### src/sv/ctl_pkg.sv
// Shared types and constants for the compacting tagged list.
// No dependencies; every other file imports this package.
package ctl_pkg;

  localparam int CAPACITY = 16;
  localparam int CNT_W    = $clog2(CAPACITY + 1);
  localparam int IDX_W    = $clog2(CAPACITY);

  localparam int KIND_W   = 3;
  localparam int CODE_W   = 8;
  localparam int POS_W    = 5;
  localparam int STATUS_W = 2;
  localparam int CMP_W    = (POS_W > CNT_W) ? POS_W : CNT_W;

  typedef enum logic [KIND_W-1:0] {
    OP_APPEND = 3'd0,
    OP_REMOVE = 3'd1,
    OP_SEARCH = 3'd2,
    OP_COUNT  = 3'd3,
    OP_LIST   = 3'd4
  } op_t;

  typedef enum logic [STATUS_W-1:0] {
    STAT_OK       = 2'd0,
    STAT_FULL     = 2'd1,
    STAT_BADPOS   = 2'd2,
    STAT_NOTFOUND = 2'd3
  } status_t;

  typedef enum logic [1:0] {
    OUT_FILL,
    OUT_PEND,
    OUT_ENTRY,
    OUT_COUNT
  } out_sel_t;

  typedef enum logic [2:0] {
    S_IDLE,
    S_SH_RD,
    S_SH_WR,
    S_WK_RD,
    S_WK_EV
  } state_t;

  typedef struct packed {
    logic              take;
    logic              append;
    logic              idx_clear;
    logic              idx_load_pos;
    logic              idx_inc;
    logic              rd_en;
    logic              rd_next;
    logic              wr_shift;
    logic              fill_dec;
    logic              tally_inc;
    logic              pend_load;
    logic              out_load;
    out_sel_t          out_sel;
    status_t           out_status;
    logic              out_last;
  } cmd_t;

  typedef struct packed {
    logic              in_valid;
    logic [KIND_W-1:0] in_kind;
    logic              full;
    logic              pos_bad;
    logic              shift_more;
    logic              walk_more;
    logic              last_entry;
    logic              match;
    logic              have_hits;
    logic              out_free;
  } sts_t;

endpackage

### src/sv/ctl_ifs.sv
// Valid/ready channel interfaces for the compacting tagged list.
// Depends on ctl_pkg for field widths.
interface ctl_in_if;
  import ctl_pkg::*;
  logic              valid;
  logic              ready;
  logic [KIND_W-1:0] kind;
  logic [CODE_W-1:0] item_code;
  logic [POS_W-1:0]  position;

  modport source (output valid, kind, item_code, position, input ready);
  modport sink   (input valid, kind, item_code, position, output ready);
endinterface

interface ctl_out_if;
  import ctl_pkg::*;
  logic                valid;
  logic                ready;
  logic [STATUS_W-1:0] status;
  logic [POS_W-1:0]    found_position;
  logic [CODE_W-1:0]   entry_code;
  logic [POS_W-1:0]    match_count;
  logic                last;

  modport source (output valid, status, found_position, entry_code, match_count, last,
                  input ready);
  modport sink   (input valid, status, found_position, entry_code, match_count, last,
                  output ready);
endinterface

### src/sv/ctl_dpath.sv
// Datapath: entry memory, fill level, walk index, tallies and the result register.
// Depends on ctl_pkg and ctl_ifs; driven by commands from ctl_ctrl.
module ctl_dpath (
  input  logic          clk,
  input  logic          rst,
  input  ctl_pkg::cmd_t cmd,
  output ctl_pkg::sts_t sts,
  ctl_in_if.sink        req,
  ctl_out_if.source     rsp
);
  import ctl_pkg::*;

  logic [CODE_W-1:0] mem [CAPACITY];
  logic [CODE_W-1:0] rdata;
  logic [CODE_W-1:0] qcode;
  logic [CNT_W-1:0]  fill;
  logic [CNT_W-1:0]  fill_next;
  logic [CNT_W-1:0]  idx;
  logic [CNT_W-1:0]  idx_plus1;
  logic [CNT_W-1:0]  tally;
  logic [CNT_W-1:0]  pend;
  logic [CMP_W-1:0]  pos_ext;
  logic [CMP_W-1:0]  fill_ext;
  logic [CNT_W-1:0]  rd_addr;
  logic [CNT_W-1:0]  wr_addr;
  logic [CODE_W-1:0] wr_data;
  logic              wr_en;
  logic              accept;

  logic                out_valid;
  logic [STATUS_W-1:0] out_status;
  logic [POS_W-1:0]    out_pos;
  logic [CODE_W-1:0]   out_code;
  logic [POS_W-1:0]    out_cnt;
  logic                out_last;
  logic [POS_W-1:0]    res_pos;
  logic [CODE_W-1:0]   res_code;
  logic [POS_W-1:0]    res_cnt;

  assign accept    = cmd.take && req.valid;
  assign req.ready = cmd.take;
  assign idx_plus1 = idx + CNT_W'(1);
  assign pos_ext   = CMP_W'(req.position);
  assign fill_ext  = CMP_W'(fill);

  always_comb begin
    fill_next = fill;
    if (cmd.append) begin
      fill_next = fill + CNT_W'(1);
    end else if (cmd.fill_dec) begin
      fill_next = fill - CNT_W'(1);
    end
  end

  // status toward the controller
  always_comb begin
    sts.in_valid   = req.valid;
    sts.in_kind    = req.kind;
    sts.full       = (fill == CNT_W'(CAPACITY));
    sts.pos_bad    = (pos_ext == '0) || (pos_ext > fill_ext);
    sts.shift_more = (idx_plus1 < fill);
    sts.walk_more  = (idx < fill);
    sts.last_entry = (idx_plus1 == fill);
    sts.match      = (rdata == qcode);
    sts.have_hits  = (tally != '0);
    sts.out_free   = !out_valid || rsp.ready;
  end

  // memory ports: append writes at the tail, a shift copies entry idx+1 down to idx
  assign rd_addr = cmd.rd_next ? idx_plus1 : idx;
  assign wr_en   = cmd.append || cmd.wr_shift;
  assign wr_addr = cmd.append ? fill : idx;
  assign wr_data = cmd.append ? req.item_code : rdata;

  always_ff @(posedge clk) begin
    if (wr_en) begin
      mem[wr_addr[IDX_W-1:0]] <= wr_data;
    end
    if (cmd.rd_en) begin
      rdata <= mem[rd_addr[IDX_W-1:0]];
    end
  end

  always_ff @(posedge clk) begin
    if (rst) begin
      fill <= '0;
    end else begin
      fill <= fill_next;
    end
  end

  always_ff @(posedge clk) begin
    if (accept) begin
      qcode <= req.item_code;
    end
    if (cmd.idx_clear) begin
      idx   <= '0;
      tally <= '0;
    end else if (cmd.idx_load_pos) begin
      idx <= CNT_W'(req.position) - CNT_W'(1);
    end else begin
      if (cmd.idx_inc) begin
        idx <= idx_plus1;
      end
      if (cmd.tally_inc) begin
        tally <= tally + CNT_W'(1);
      end
    end
    if (cmd.pend_load) begin
      pend <= idx_plus1;
    end
  end

  always_comb begin
    res_pos  = '0;
    res_code = '0;
    res_cnt  = POS_W'(fill);
    case (cmd.out_sel)
      OUT_FILL:  res_cnt = POS_W'(fill_next);
      OUT_PEND:  res_pos = POS_W'(pend);
      OUT_ENTRY: begin
        res_pos  = POS_W'(idx_plus1);
        res_code = rdata;
      end
      OUT_COUNT: res_cnt = POS_W'(tally);
      default:   res_cnt = POS_W'(fill);
    endcase
  end

  always_ff @(posedge clk) begin
    if (rst) begin
      out_valid <= 1'b0;
    end else if (cmd.out_load) begin
      out_valid <= 1'b1;
    end else if (rsp.ready) begin
      out_valid <= 1'b0;
    end
  end

  always_ff @(posedge clk) begin
    if (cmd.out_load) begin
      out_status <= cmd.out_status;
      out_pos    <= res_pos;
      out_code   <= res_code;
      out_cnt    <= res_cnt;
      out_last   <= cmd.out_last;
    end
  end

  assign rsp.valid          = out_valid;
  assign rsp.status         = out_status;
  assign rsp.found_position = out_pos;
  assign rsp.entry_code     = out_code;
  assign rsp.match_count    = out_cnt;
  assign rsp.last           = out_last;

endmodule

### src/sv/ctl_ctrl.sv
// Controller state machine: decodes each item and sequences shifts and walks.
// Depends on ctl_pkg; talks to ctl_dpath through cmd_t and sts_t.
module ctl_ctrl (
  input  logic          clk,
  input  logic          rst,
  input  ctl_pkg::sts_t sts,
  output ctl_pkg::cmd_t cmd
);
  import ctl_pkg::*;

  state_t state;
  state_t state_next;
  op_t    walk_op;
  op_t    walk_op_next;

  always_ff @(posedge clk) begin
    if (rst) begin
      state   <= S_IDLE;
      walk_op <= OP_LIST;
    end else begin
      state   <= state_next;
      walk_op <= walk_op_next;
    end
  end

  always_comb begin
    state_next   = state;
    walk_op_next = walk_op;
    cmd          = '0;
    cmd.out_sel    = OUT_FILL;
    cmd.out_status = STAT_OK;
    cmd.out_last   = 1'b1;

    case (state)
      S_IDLE: begin
        cmd.take = sts.out_free;
        if (sts.in_valid && sts.out_free) begin
          case (sts.in_kind)
            OP_APPEND: begin
              cmd.out_load = 1'b1;
              if (sts.full) begin
                cmd.out_status = STAT_FULL;
              end else begin
                cmd.append = 1'b1;
              end
            end
            OP_REMOVE: begin
              if (sts.pos_bad) begin
                cmd.out_load   = 1'b1;
                cmd.out_status = STAT_BADPOS;
              end else begin
                cmd.idx_load_pos = 1'b1;
                state_next       = S_SH_RD;
              end
            end
            OP_SEARCH, OP_COUNT, OP_LIST: begin
              cmd.idx_clear = 1'b1;
              walk_op_next  = op_t'(sts.in_kind);
              state_next    = S_WK_RD;
            end
            default: cmd.out_load = 1'b1;
          endcase
        end
      end

      S_SH_RD: begin
        if (sts.shift_more) begin
          cmd.rd_en   = 1'b1;
          cmd.rd_next = 1'b1;
          state_next  = S_SH_WR;
        end else if (sts.out_free) begin
          cmd.fill_dec = 1'b1;
          cmd.out_load = 1'b1;
          state_next   = S_IDLE;
        end
      end

      S_SH_WR: begin
        cmd.wr_shift = 1'b1;
        cmd.idx_inc  = 1'b1;
        state_next   = S_SH_RD;
      end

      S_WK_RD: begin
        if (sts.walk_more) begin
          cmd.rd_en  = 1'b1;
          state_next = S_WK_EV;
        end else if (walk_op == OP_LIST && sts.have_hits) begin
          // every entry already went out, the final one flagged last
          state_next = S_IDLE;
        end else if (sts.out_free) begin
          cmd.out_load = 1'b1;
          state_next   = S_IDLE;
          case (walk_op)
            OP_SEARCH: begin
              if (sts.have_hits) begin
                cmd.out_sel = OUT_PEND;
              end else begin
                cmd.out_status = STAT_NOTFOUND;
              end
            end
            OP_COUNT: cmd.out_sel = OUT_COUNT;
            default:  cmd.out_sel = OUT_FILL;
          endcase
        end
      end

      S_WK_EV: begin
        case (walk_op)
          OP_SEARCH: begin
            // hold each hit back one step so the final one can carry last
            if (!sts.match) begin
              cmd.idx_inc = 1'b1;
              state_next  = S_WK_RD;
            end else if (!sts.have_hits || sts.out_free) begin
              cmd.out_load  = sts.have_hits;
              cmd.out_sel   = OUT_PEND;
              cmd.out_last  = 1'b0;
              cmd.pend_load = 1'b1;
              cmd.tally_inc = 1'b1;
              cmd.idx_inc   = 1'b1;
              state_next    = S_WK_RD;
            end
          end
          OP_COUNT: begin
            cmd.tally_inc = sts.match;
            cmd.idx_inc   = 1'b1;
            state_next    = S_WK_RD;
          end
          default: begin
            if (sts.out_free) begin
              cmd.out_load  = 1'b1;
              cmd.out_sel   = OUT_ENTRY;
              cmd.out_last  = sts.last_entry;
              // count listed entries so the walk end can tell an empty list
              cmd.tally_inc = 1'b1;
              cmd.idx_inc   = 1'b1;
              state_next    = S_WK_RD;
            end
          end
        endcase
      end

      default: state_next = S_IDLE;
    endcase
  end

endmodule

### src/sv/compacting_tagged_list_core.sv
// Top level of the compacting tagged list: controller plus datapath.
// Depends on ctl_pkg, ctl_ifs, ctl_ctrl and ctl_dpath.
//
// Ordered list of up to CAPACITY (16) 8-bit type codes, one item at a time.
// Append, a rejected append or remove, and undefined kinds finish in S_IDLE.
// Remove at position p shifts each later entry down via S_SH_RD and S_SH_WR;
// search, count and list walk every entry via S_WK_RD and S_WK_EV. The entry
// memory has one read and one write port with a registered read, so every entry
// visited costs a read state and a compare or write state. Results sit in an
// output register; a new item is taken once that register is free or being
// drained, and a held result stalls the walk until it is taken. No clearing pass after reset.
module compacting_tagged_list_core (
  input  logic      clk,
  input  logic      rst,
  ctl_in_if.sink    req,
  ctl_out_if.source rsp
);
  import ctl_pkg::*;

  cmd_t cmd;
  sts_t sts;

  ctl_ctrl u_ctrl (
    .clk (clk),
    .rst (rst),
    .sts (sts),
    .cmd (cmd)
  );

  ctl_dpath u_dpath (
    .clk (clk),
    .rst (rst),
    .cmd (cmd),
    .sts (sts),
    .req (req),
    .rsp (rsp)
  );

endmodule
### src/flat_wrapper.sv
// flat-port wrapper written by rule: the top's interface ports become plain ports
module compacting_tagged_list_core_flat import ctl_pkg::*;
  (clk, rst, req_valid, req_kind, req_item_code, req_position, req_ready, rsp_valid, rsp_status, rsp_found_position, rsp_entry_code, rsp_match_count, rsp_last, rsp_ready);
  ctl_in_if req_i ();
  ctl_out_if rsp_i ();
  input  logic clk;
  input  logic rst;
  input wire logic [$bits(req_i.valid)-1:0] req_valid;
  input wire logic [$bits(req_i.kind)-1:0] req_kind;
  input wire logic [$bits(req_i.item_code)-1:0] req_item_code;
  input wire logic [$bits(req_i.position)-1:0] req_position;
  output wire logic [$bits(req_i.ready)-1:0] req_ready;
  output wire logic [$bits(rsp_i.valid)-1:0] rsp_valid;
  output wire logic [$bits(rsp_i.status)-1:0] rsp_status;
  output wire logic [$bits(rsp_i.found_position)-1:0] rsp_found_position;
  output wire logic [$bits(rsp_i.entry_code)-1:0] rsp_entry_code;
  output wire logic [$bits(rsp_i.match_count)-1:0] rsp_match_count;
  output wire logic [$bits(rsp_i.last)-1:0] rsp_last;
  input wire logic [$bits(rsp_i.ready)-1:0] rsp_ready;
  assign req_i.valid = req_valid;
  assign req_i.kind = req_kind;
  assign req_i.item_code = req_item_code;
  assign req_i.position = req_position;
  assign req_ready = req_i.ready;
  assign rsp_valid = rsp_i.valid;
  assign rsp_status = rsp_i.status;
  assign rsp_found_position = rsp_i.found_position;
  assign rsp_entry_code = rsp_i.entry_code;
  assign rsp_match_count = rsp_i.match_count;
  assign rsp_last = rsp_i.last;
  assign rsp_i.ready = rsp_ready;
  compacting_tagged_list_core u_core (.clk(clk), .rst(rst), .req(req_i), .rsp(rsp_i));
endmodule
### config.mk
export PLATFORM = sky130hd
export DESIGN_NAME = compacting_tagged_list_core_flat
export DESIGN_NICKNAME = d
export VERILOG_FILES = /design/src/sv/ctl_pkg.sv /design/src/sv/ctl_ifs.sv /design/src/sv/ctl_dpath.sv /design/src/sv/ctl_ctrl.sv /design/src/sv/compacting_tagged_list_core.sv /design/src/flat_wrapper.sv
export SDC_FILE = /design/constraint.sdc
export NUM_CORES = 1
export LEC_CHECK = 0
export BUFFER_PORTS_ARGS = -buffer_cell sky130_fd_sc_hd__buf_2
export CORE_AREA = 2 2 119 236
export CTS_BUF_LIST = sky130_fd_sc_hd__clkbuf_8
export DETAILED_ROUTE_END_ITERATION = 10
export DIE_AREA = 0 0 121 238
export SYNTH_ARGS = -nofsm -noshare
export SYNTH_HDL_FRONTEND = slang
export SYNTH_SLANG_ARGS = --single-unit
### constraint.sdc
create_clock -name clk -period 5 [get_ports clk]
set_input_delay 0.25 -clock clk [delete_from_list [all_inputs] [get_ports clk]]
set_output_delay 0.25 -clock clk [all_outputs]
set_load 0.05 [all_outputs]
======== Word-level counts from Yosys, hierarchy flattened ========
Memory sizes are Yosys's and may differ from the RTL's. A register that Yosys moved wholly into a read port is not among the register bits.
Cells that the tools add are included.
word-level totals
  bits in registers ....................... 56
  bits in writable memories ............... 128
  bits of input ports ..................... 20
  logic and storage cells ................. 137
  memories ................................ 1
cells by class
  add/subtract/negate cells ............... 5
  order comparisons ....................... 3
  equal/unequal tests ..................... 22
  mux-type cells .......................... 72
  bitwise logic cells ..................... 1
  reduce and logical (&&, ||, !) cells .... 20
memories
  memory              depth  width  read ports  clocked after memory_dff  write ports  line             source
  u_core.u_dpath.mem  16     8      1           1                         1            ctl_dpath.sv:13  logic [CODE_W-1:0] mem [CAPACITY];
operators by type and width
  cell                 count
  $mux 5               9
  $mux 3               11
  $mux 1               25
  $pmux 5 s2           2
  $eq 3x2->1 const B   6
  $pmux 3 s2           3
  $pmux 2 s2           4
  $add 5x1->5 const B  3
  $pmux 3 s5           1
  $mux 2               6
  $mux 4               3
  $pmux 1 s2           6
  $lt 5x5->1           2
  $sub 5x1->5 const B  2
  $eq 3x3->1 const B   3
  $eq 8x8->1           1
  $mux 8               1
  $eq 3x1->1 const B   2
  $logic_not 3->1      2
  $eq 5x5->1           1
  $eq 5x5->1 const B   1
  $gt 5x5->1           1
  $logic_not 5->1      1
  $reduce_and 5->1     1
  18 further kinds     26

======== Logic depth before layout (Yosys ltp) ========
Gate-level depths: netlist of run 1.
  depth in word-level cells ............... 9
  mapped depth ............................ 15

======== By module ========
From an unflattened synthesis of run 1, not the netlist that was laid out.
unflattened totals
  cell total of the unflattened synthesis .. 732
  area total of the unflattened synthesis .. 9484.1 um^2
modules (own cells, without submodules)
  module     instances  cells each  area each (um^2)  seq. area each (um^2)
  ctl_dpath  1          643         8852.2            5425.2
  ctl_ctrl   1          89          631.9             120.1

======== Worst setup path after synthesis of run 1 ========
Ideal clock, no wire load.
  kind .................................... register to register
  start ................................... reg u_core.u_dpath.idx[0]
  end ..................................... reg u_core.u_dpath.out_code[0] (netlist: u_core.u_dpath.rsp.entry_code[0]), enable pin
  library setup time ...................... 0.428 ns
  data arrival time ....................... 3.862 ns
  path slack .............................. 0.710 ns
  cell stages (with the launch flop) ...... 12
  buffers on the path ..................... 1
  clock period less this slack ............ 4.290 ns
  cells stage by stage .................... dfxtp_1 ha_1 nand3_1 xnor2_1 ha_1 nand4_1 o21ai_2 buf_4 a21oi_1 nor2_1 a221oi_1 o21ai_0
RTL lines
  element                 line              source
  start, declared         ctl_dpath.sv:18   logic [CNT_W-1:0] idx;
  start signal, assigned  ctl_dpath.sv:100  idx <= CNT_W'(req.position) - CNT_W'(1);
  start signal, assigned  ctl_dpath.sv:103  idx <= idx_plus1;
  end signal, assigned    ctl_dpath.sv:144  out_code <= res_code;
  end, declared           ctl_dpath.sv:33   logic [CODE_W-1:0] out_code;

======== Worst setup path in the final report of run 1 ========
  start ................................... reg u_core.u_dpath.idx[1]
  end ..................................... reg u_core.u_dpath.rdata[5], read port of u_core.u_dpath.mem, data pin
between the ends
  cells in the longest elaborated chain, start to end .. 5
ends and longest elaborated chain
  element                          line             source
  $add 5x1->5 *                    ctl_dpath.sv:42  assign idx_plus1 = idx + CNT_W'(1);
  net u_core.u_dpath.idx_plus1[4]  ctl_dpath.sv:19  logic [CNT_W-1:0] idx_plus1;
  $lt 5x5->1 *                     ctl_dpath.sv:61  sts.shift_more = (idx_plus1 < fill);
  $mux 2 *                         ctl_ctrl.sv:67   if (sts.shift_more) begin
  $mux 1                           ctl_ctrl.sv:34   case (state)
  $mux 4                           ctl_dpath.sv:70  assign rd_addr = cmd.rd_next ? idx_plus1 : idx;
  end, declared                    ctl_dpath.sv:14  logic [CODE_W-1:0] rdata;
The timed path passes the listed nets; every way through them passes the cells marked *.
A chain may end at the register's enable or synchronous reset.

==> results of run 1 <==
==> synth_stat cells (3+ instances only) <==
library cell and count:
nor3_1 13, a21o_1 3, mux2_4 8, a22oi_1 14
a31oi_1 8, ha_1 26, o31a_1 3, buf_2 8
xor2_1 14, a32oi_1 9, o2111ai_1 8, o211ai_1 4
nor4_1 4, buf_4 5, nand3_2 3, o22ai_1 14
and3_1 3, nand2_1 74, nand3_1 30, mux2_2 24
xnor2_1 12, edfxtp_1 170, clkbuf_1 14, nor2_1 65
buf_1 3, a32o_1 8, dfxtp_1 22, o21ai_0 26
mux2i_1 12, a21oi_1 17, and2_1 10, nor2b_1 7
or4_1 3, nand4_1 7, inv_1 18, o21a_1 5
a211oi_1 16, nor3b_1 3, o31ai_1 8, buf_6 6
nand2b_1 6
==> per-layer routing <==
metal / GRT usage, % / vias up
met3: 3.08 / 98
met2: 34.4 / 182
met1: 14.6 / 3043
met5: 0 / -
li1: - / 2932
met4: 16.3 / 0
==> power groups by stage <==
stage          registers, mW  logic [mW]  clock network, mW
6_report                2.33        3.18              0.915
2_1_floorplan           2.57        2.08                  0
4_1_cts                 2.33        3.18              0.936
3_5_place_dp            2.37        3.17                  0
5_1_grt                 2.35        3.46              0.992
3_3_place_gp            2.36        3.14                  0
==> final cells by class <==
class                           count  area share [%]
Inverter                           18           0.661
Timing Repair Buffer               61            3.77
Multi-Input combinational cell    501            33.7
Antenna cell                        1          0.0245
Clock inverter                     13            1.06
Sequential cell                   192            54.2
Tap cell                          348            4.26
Clock buffer                       17            2.29
==> metrics by stage <==
step / worst slack (ns) / util, %
after global routing: 0.573 / 38.0
after floorplan: 0.710 / -
after global placement: 1.03 / 36.4
after CTS: 0.954 / 38.0
after detailed placement: 0.977 / 36.4
final: 0.881 / 38.0
==> final timing paths <==
kind	to	from	slack, ns	depth (start not counted)
min	u_core.u_dpath.idx[0]	req_position[0]	0.02	2
max	u_core.u_dpath.rdata[5]	u_core.u_dpath.idx[1]	0.88	11
max reg2reg	u_core.u_dpath.rdata[5]	u_core.u_dpath.idx[1]	0.88	11
min reg2reg	u_core.u_ctrl.walk_op[1]	u_core.u_ctrl.walk_op[1]	0.55	2
==> kinds of logic (layout without fill, tap and decap cells) <==
family | count (synthesis) | after routing | synth area share, %
DFF | 192 | 192 | 59.9
xor gates and xnor gates | 26 | 26 | 2.46
AOI/OAI and AO/OA | 164 | 164 | 12.9
adders and majority gates | 26 | 26 | 3.51
other | 0 | 1 | 0
and+or+nand+nor | 241 | 241 | 12.7
muxes | 44 | 44 | 5.51
buffers and inverters | 54 | 109 | 2.99
==> flip-flops by register name (all words and copies together), names as in the netlist <==
register                           count
u_core.u_dpath.fill                    5
u_core.u_dpath.rsp.found_position      5
u_core.u_ctrl.state                    3
u_core.u_dpath.rsp.entry_code          8
u_core.u_dpath.rsp.status              2
u_core.u_dpath.tally                   5
u_core.u_dpath.rsp.last                1
u_core.u_dpath.idx                     5
u_core.u_dpath.rsp.valid               1
u_core.u_dpath.mem                   128
u_core.u_dpath.rsp.match_count         5
u_core.u_ctrl.walk_op                  3
u_core.u_dpath.rdata                   8
u_core.u_dpath.qcode                   8
u_core.u_dpath.pend                    5
==> critical path: stages (launching register included) <==
cell and delay, ns:
dfxtp_1 0.59, ha_1 0.38, nand3_1 0.15, xnor2_1 0.20, ha_1 0.33, nand4_1 0.16, o21ai_2 0.72, or4_1 0.24
nand3_1 0.29, a32oi_1 0.58, o2111ai_1 0.20, o31ai_1 0.10
==> impl_results.md, run 1 <==
- Power Internal: ~3.5 mW
- Synth warn: 0
- Fraction of registers with async set or reset after synthesis: 0%
- Largest area contributor in the netlist: edfxtp_1
- Die area: between 20000 and 30000 um^2
- CTS Buf Count: 17
- CTS tree: yes
- Cells after Synth: between 700 and 800
- Worst-path clk slew: approximately 0.10 ns
- Vias: around 6300
- VDD IR-drop max: between 300 and 400 uV
- Synth-to-Final Area Change: 10.4%
- RSZ-0062 raised after global routing: false
- Initial antenna violation count: 1
- Grt ovf: 0
- Wire length per cell: 21.4 um
- Final period util: around 82%
- Final setup vio count: 0
- Post-CTS Resized: 0
- Top post-synthesis cells by area: edfxtp_1 (55%), dfxtp_1 (4.8%), ha_1 (3.5%)
- Leakage: 3.50 nW
- Routed met3 length: about 720 um
- Dpl cell area: 9800 um^2
- Filler-free cell count of the finished design: 1151
- Die Span Y: roughly 240 um
- P_sw: around 2.9 mW
- Initial core utilization: 34.4%
- Net Sw Frac: ~45%
- # placed instances: between 1000 and 1500
- DRT Pass-1 Iters: 5
- Boundary pin count: 43
- Detail Route Antenna Nets: 0
- Number of synthesized flops with an enable pin: between 150 and 200
- Layout Nets: 837
- Fmax: around 240 MHz
- CP required: roughly 5.3 ns
- Status: complete, no violations
- Port Buffer Count: 42
- Worst Tran Pin Value: about 1.1 ns
- Sequential share of power: roughly 36%
- Number of global-route vias before repair: approximately 6600
- Synthesized area: ~9300 um^2
- Critical Path Sink Type: flip-flop
- Max Fanout on Critical Path: 17
- DRC viols: 0
- Synth top area share: 55.1%
- Pin count of the biggest net entering global routing: 41
- Gr usage total: approximately 18%
- Final instance area: 10200 um^2
- M1 wire length: between 7000 and 8000 um
- Routed met2 length: ~14000 um
- Sink Count: 192
- Clk_lat worst skew: a little under 0.5 ns
- Sequential share of the synthesized area: roughly three fifths
- Relative slew slack: 28.0%
- Sequential cell area: 5550 um^2
- Hold_buf cts: 8
- Number of synthesized register bits: roughly 190
- Startpoint Class: flip-flop
- Gp weighted congestion: about 1.0
- HPWL Detailed: 19000 um
- Min-Delay Path Class: input port to flip-flop
- Uppermost layer routed: met4
- DR iter-0 viols: between 500 and 600
- Setup bufs post-CTS: 0
- Crit path arrival time: between 4 and 5 ns
- Average size of a mapped cell: between 10 and 15 um^2
- WHS: 0.0161 ns
- Root Driver: clkbuf_8
- Netlist cell types: 70
- Commonest non-fill, non-tap cell in the layout: edfxtp_1
- Worst Skew: between 0.015 and 0.02 ns
- Pwr/cell area: between 600 and 700 nW/um^2
- Vias/cell: 5.43
- Ys flop type: edfxtp_1
- Cell Rows: 85
- Final Critical Period: approximately 4.1 ns
- Area occupied by multi-input gates: 3440 um^2
- Fillers: around 2500
- Hold Vio Cnt, Final: 0
- Tot Pwr: around 6.4 mW
- H-tree depth: 4
- Max cap viols: 0
- Count of pins over their slew limit: 0
- Combinational share of power: roughly half
- Area of the core: 26900 um^2
- First-pass GRT wire length: about 38000 um
- Horizontal die dimension: approximately 120 um
- Clock Path Buffers: 2
- Syn Nets: roughly 790
- Most frequent cells in the layout: edfxtp_1 (170), nand2_1 (74), nor2_1 (65), buf_2 (42), nand3_1 (30)
- Setup TNS: 0 ns
- Layout cells sized above 1: 16.2%
- Final wirelength: roughly 25000 um
- Crit path kind: flip-flop to flip-flop
- Clock share of power: 14.3%
(Power assumes the default switching activity.)
==> run 2, diff against run 1 <==
- clock period: 5 -> 4.1 ns (I/O delays scaled with it)
==> run 2 against run 1 <==
Net effect:
- non-clock buffer count increased by 38
- clock-buffer cell count unchanged
- die area unchanged
- worst hold slack improved by 0.039 ns
- clock skew decreased by 0.0035 ns
- critical path depth rose by 1
- register-to-register slack worse by 0.48 ns
- largest power group unchanged
==> impl_results.md, run 2 (synthesis gave the netlist of run 1 again) <==
- WHS: around 0.055 ns
- CP required: 4.44 ns
- Status: complete, no violations
- Max reg flops: ~130
- Vias/cell: roughly 5.3
- CTS tree: yes
- Final wirelength: around 26000 um
- FF-to-FF setup slack: ~0.4 ns
- Max cap viols: 0
- Crit path kind: flip-flop to flip-flop
- Crit path launch: u_core.u_dpath.idx[0]
- Final Critical Period: ~3.7 ns
- Clk_lat worst skew: roughly 0.50 ns
- Leakage: between 3 and 4 nW
- Setup bufs post-CTS: 0
- Number of global-route vias before repair: around 6500
- Die area: ~29000 um^2
- Reg-to-Reg Start: u_core.u_dpath.idx[0]
- Cell Rows: 85
- Worst R2R Path Depth: 12
- Top delay family on crit path: compound AO/OA/AOI/OAI gates
- CTS Buf Count: 17
- Initial antenna violation count: 1
- Pwr/cell area: approximately 780 nW/um^2
- Clock Path Buffers: 2
- Hold Vio Cnt, Final: 0
- Layout cells sized above 1: between 20% and 30%
- HPWL Detailed: about 20000 um
- Worst-path clk slew: between 0.1 and 0.15 ns
- WP buf/inv: 1
- Detail Route Antenna Nets: 0
- Die Span Y: about 240 um
- Layout Nets: 875
- Startpoint Class: flip-flop
- Most frequent cells in the layout: edfxtp_1 (170), nand2_1 (74), nor2_1 (65), buf_4 (46), buf_2 (42)
- Sink Count: approximately 190
- Pin count of the biggest net entering global routing: 33
- Boundary pin count: 43
- CP Depth: 12
- FF-to-FF End: u_core.u_dpath.rdata[5]
- Post-CTS Resized: 0
- Area of the core: roughly 27000 um^2
- Root Driver: clkbuf_8
- Slowest cell on crit path: a211o_1
- DRC viols: 0
- Worst Tran Pin Value: between 1 and 1.5 ns
- Synth-to-Final Area Change: 13.9%
- Fmax: between 200 and 300 MHz
- DR iter-0 viols: 437
- Worst Skew: ~0.013 ns
- Grt ovf: 0
- Crit-path cells: ha_1 > nand3_1 > xnor2_1 > ha_1 > nand4_1 > o21ai_2 > buf_4 > nor3_1 > a211o_1 > a32oi_1 > o2111ai_1 > o31ai_1
- Crit path to: u_core.u_dpath.rdata[5]
- Count of pins over their slew limit: 0
- Relative slew slack: 22.7%
- Commonest non-fill, non-tap cell in the layout: edfxtp_1
- Setup TNS: 0 ns
- Most frequent CP cell: ha_1
- Slowest cell delay on critical path: ~0.55 ns
- RSZ-0062 raised after global routing: false
- Gr usage total: approximately a fifth
- Final setup vio count: 0
- Gp weighted congestion: a little under 1
- Initial core utilization: between 30% and 40%
- First-pass GRT wire length: 39300 um
- Crit path arrival time: between 4 and 5 ns
- Critical Path Sink Type: flip-flop
- DRT Pass-1 Iters: 5
- Max Fanout on Critical Path: 16
- Port Buffer Count: between 40 and 50
- VDD IR-drop max: slightly above 400 uV
- Final period util: 90.3%
- H-tree depth: 4
- Vias: between 6000 and 7000
- Fillers: 2533
- Horizontal die dimension: 121 um
- Wire length per cell: between 20 and 25 um
- Min-Delay Path Class: input port to flip-flop
==> run 2: metal layers <==
metal | global-route usage [%] | share of wire [%] | routed length [um] | vias to the layer above
met5 | 0 | 0 | 0 | -
met4 | 12.1 | 6.0 | 1560 | 0
met3 | 3.08 | 2.3 | 591 | 61
met2 | 37.5 | 59 | 15400 | 156
met1 | 16.7 | 33 | 8610 | 3129
li1 | - | - | - | 3013
==> run 2: area by class of cell <==
cell class	count	area (um^2)	area share, %
clock buffers	17	234	2.22
clock inverters	15	145	1.38
flip-flops and latches	192	5550	52.6
well taps	348	435	4.13
repair buffers	99	676	6.40
inverters	18	67.6	0.640
diodes	1	2.50	0.0237
multi-input cells	501	3440	32.6
==> run 2: worst min-delay path by stage <==
stage / start / to / depth (start not counted)
after floorplan: rst / u_core.u_ctrl.state[0] / 1
after global placement: req_item_code[1] / u_core.u_dpath.qcode[1] / 1
after detailed placement: req_item_code[1] / u_core.u_dpath.qcode[1] / 1
after CTS: rst / u_core.u_dpath.fill[0] / 2
after global routing: rst / u_core.u_dpath.fill[2] / 2
final: rst / u_core.u_dpath.fill[0] / 2
==> run 2: stage by stage <==
step	power, mW	instance area [um^2]	worst slack (ns)	cells	utilization (%)
after floorplan	5.67	9260	0.378	747	-
after global placement	7.04	10100	0.427	1148	37.4
after detailed placement	7.06	10100	0.417	1148	37.4
after CTS	8.26	10500	0.386	1190	39.2
after global routing	8.63	10500	0.140	1191	39.2
final	8.20	10500	0.398	1191	39.2
==> run 2: worst reg2reg max path: cells and delay by family (launching register included) <==
family | cells | cell delay (ns)
AO/OA/AOI/OAI | 5 | 1.75
XOR/XNOR | 1 | 0.18
adder cells (fa/ha/maj) | 2 | 0.56
buffers and inverters | 1 | 0.30
flip-flops | 1 | 0.42
AND/OR/NAND/NOR | 3 | 0.36
==> run 2: report_power, final <==
part / switching, mW / internal, mW
sequential: 0.174 / 2.64
clock: 0.745 / 0.448
combinational: 2.83 / 1.36
==> run 2: timing repair <==
| action | in CTS | in global routing |
|---|---|---|
| hold endpoints to repair | 10 | 0 |
| hold buffers | 10 | 0 |
| endpoints found under the setup margin | 0 | 0 |
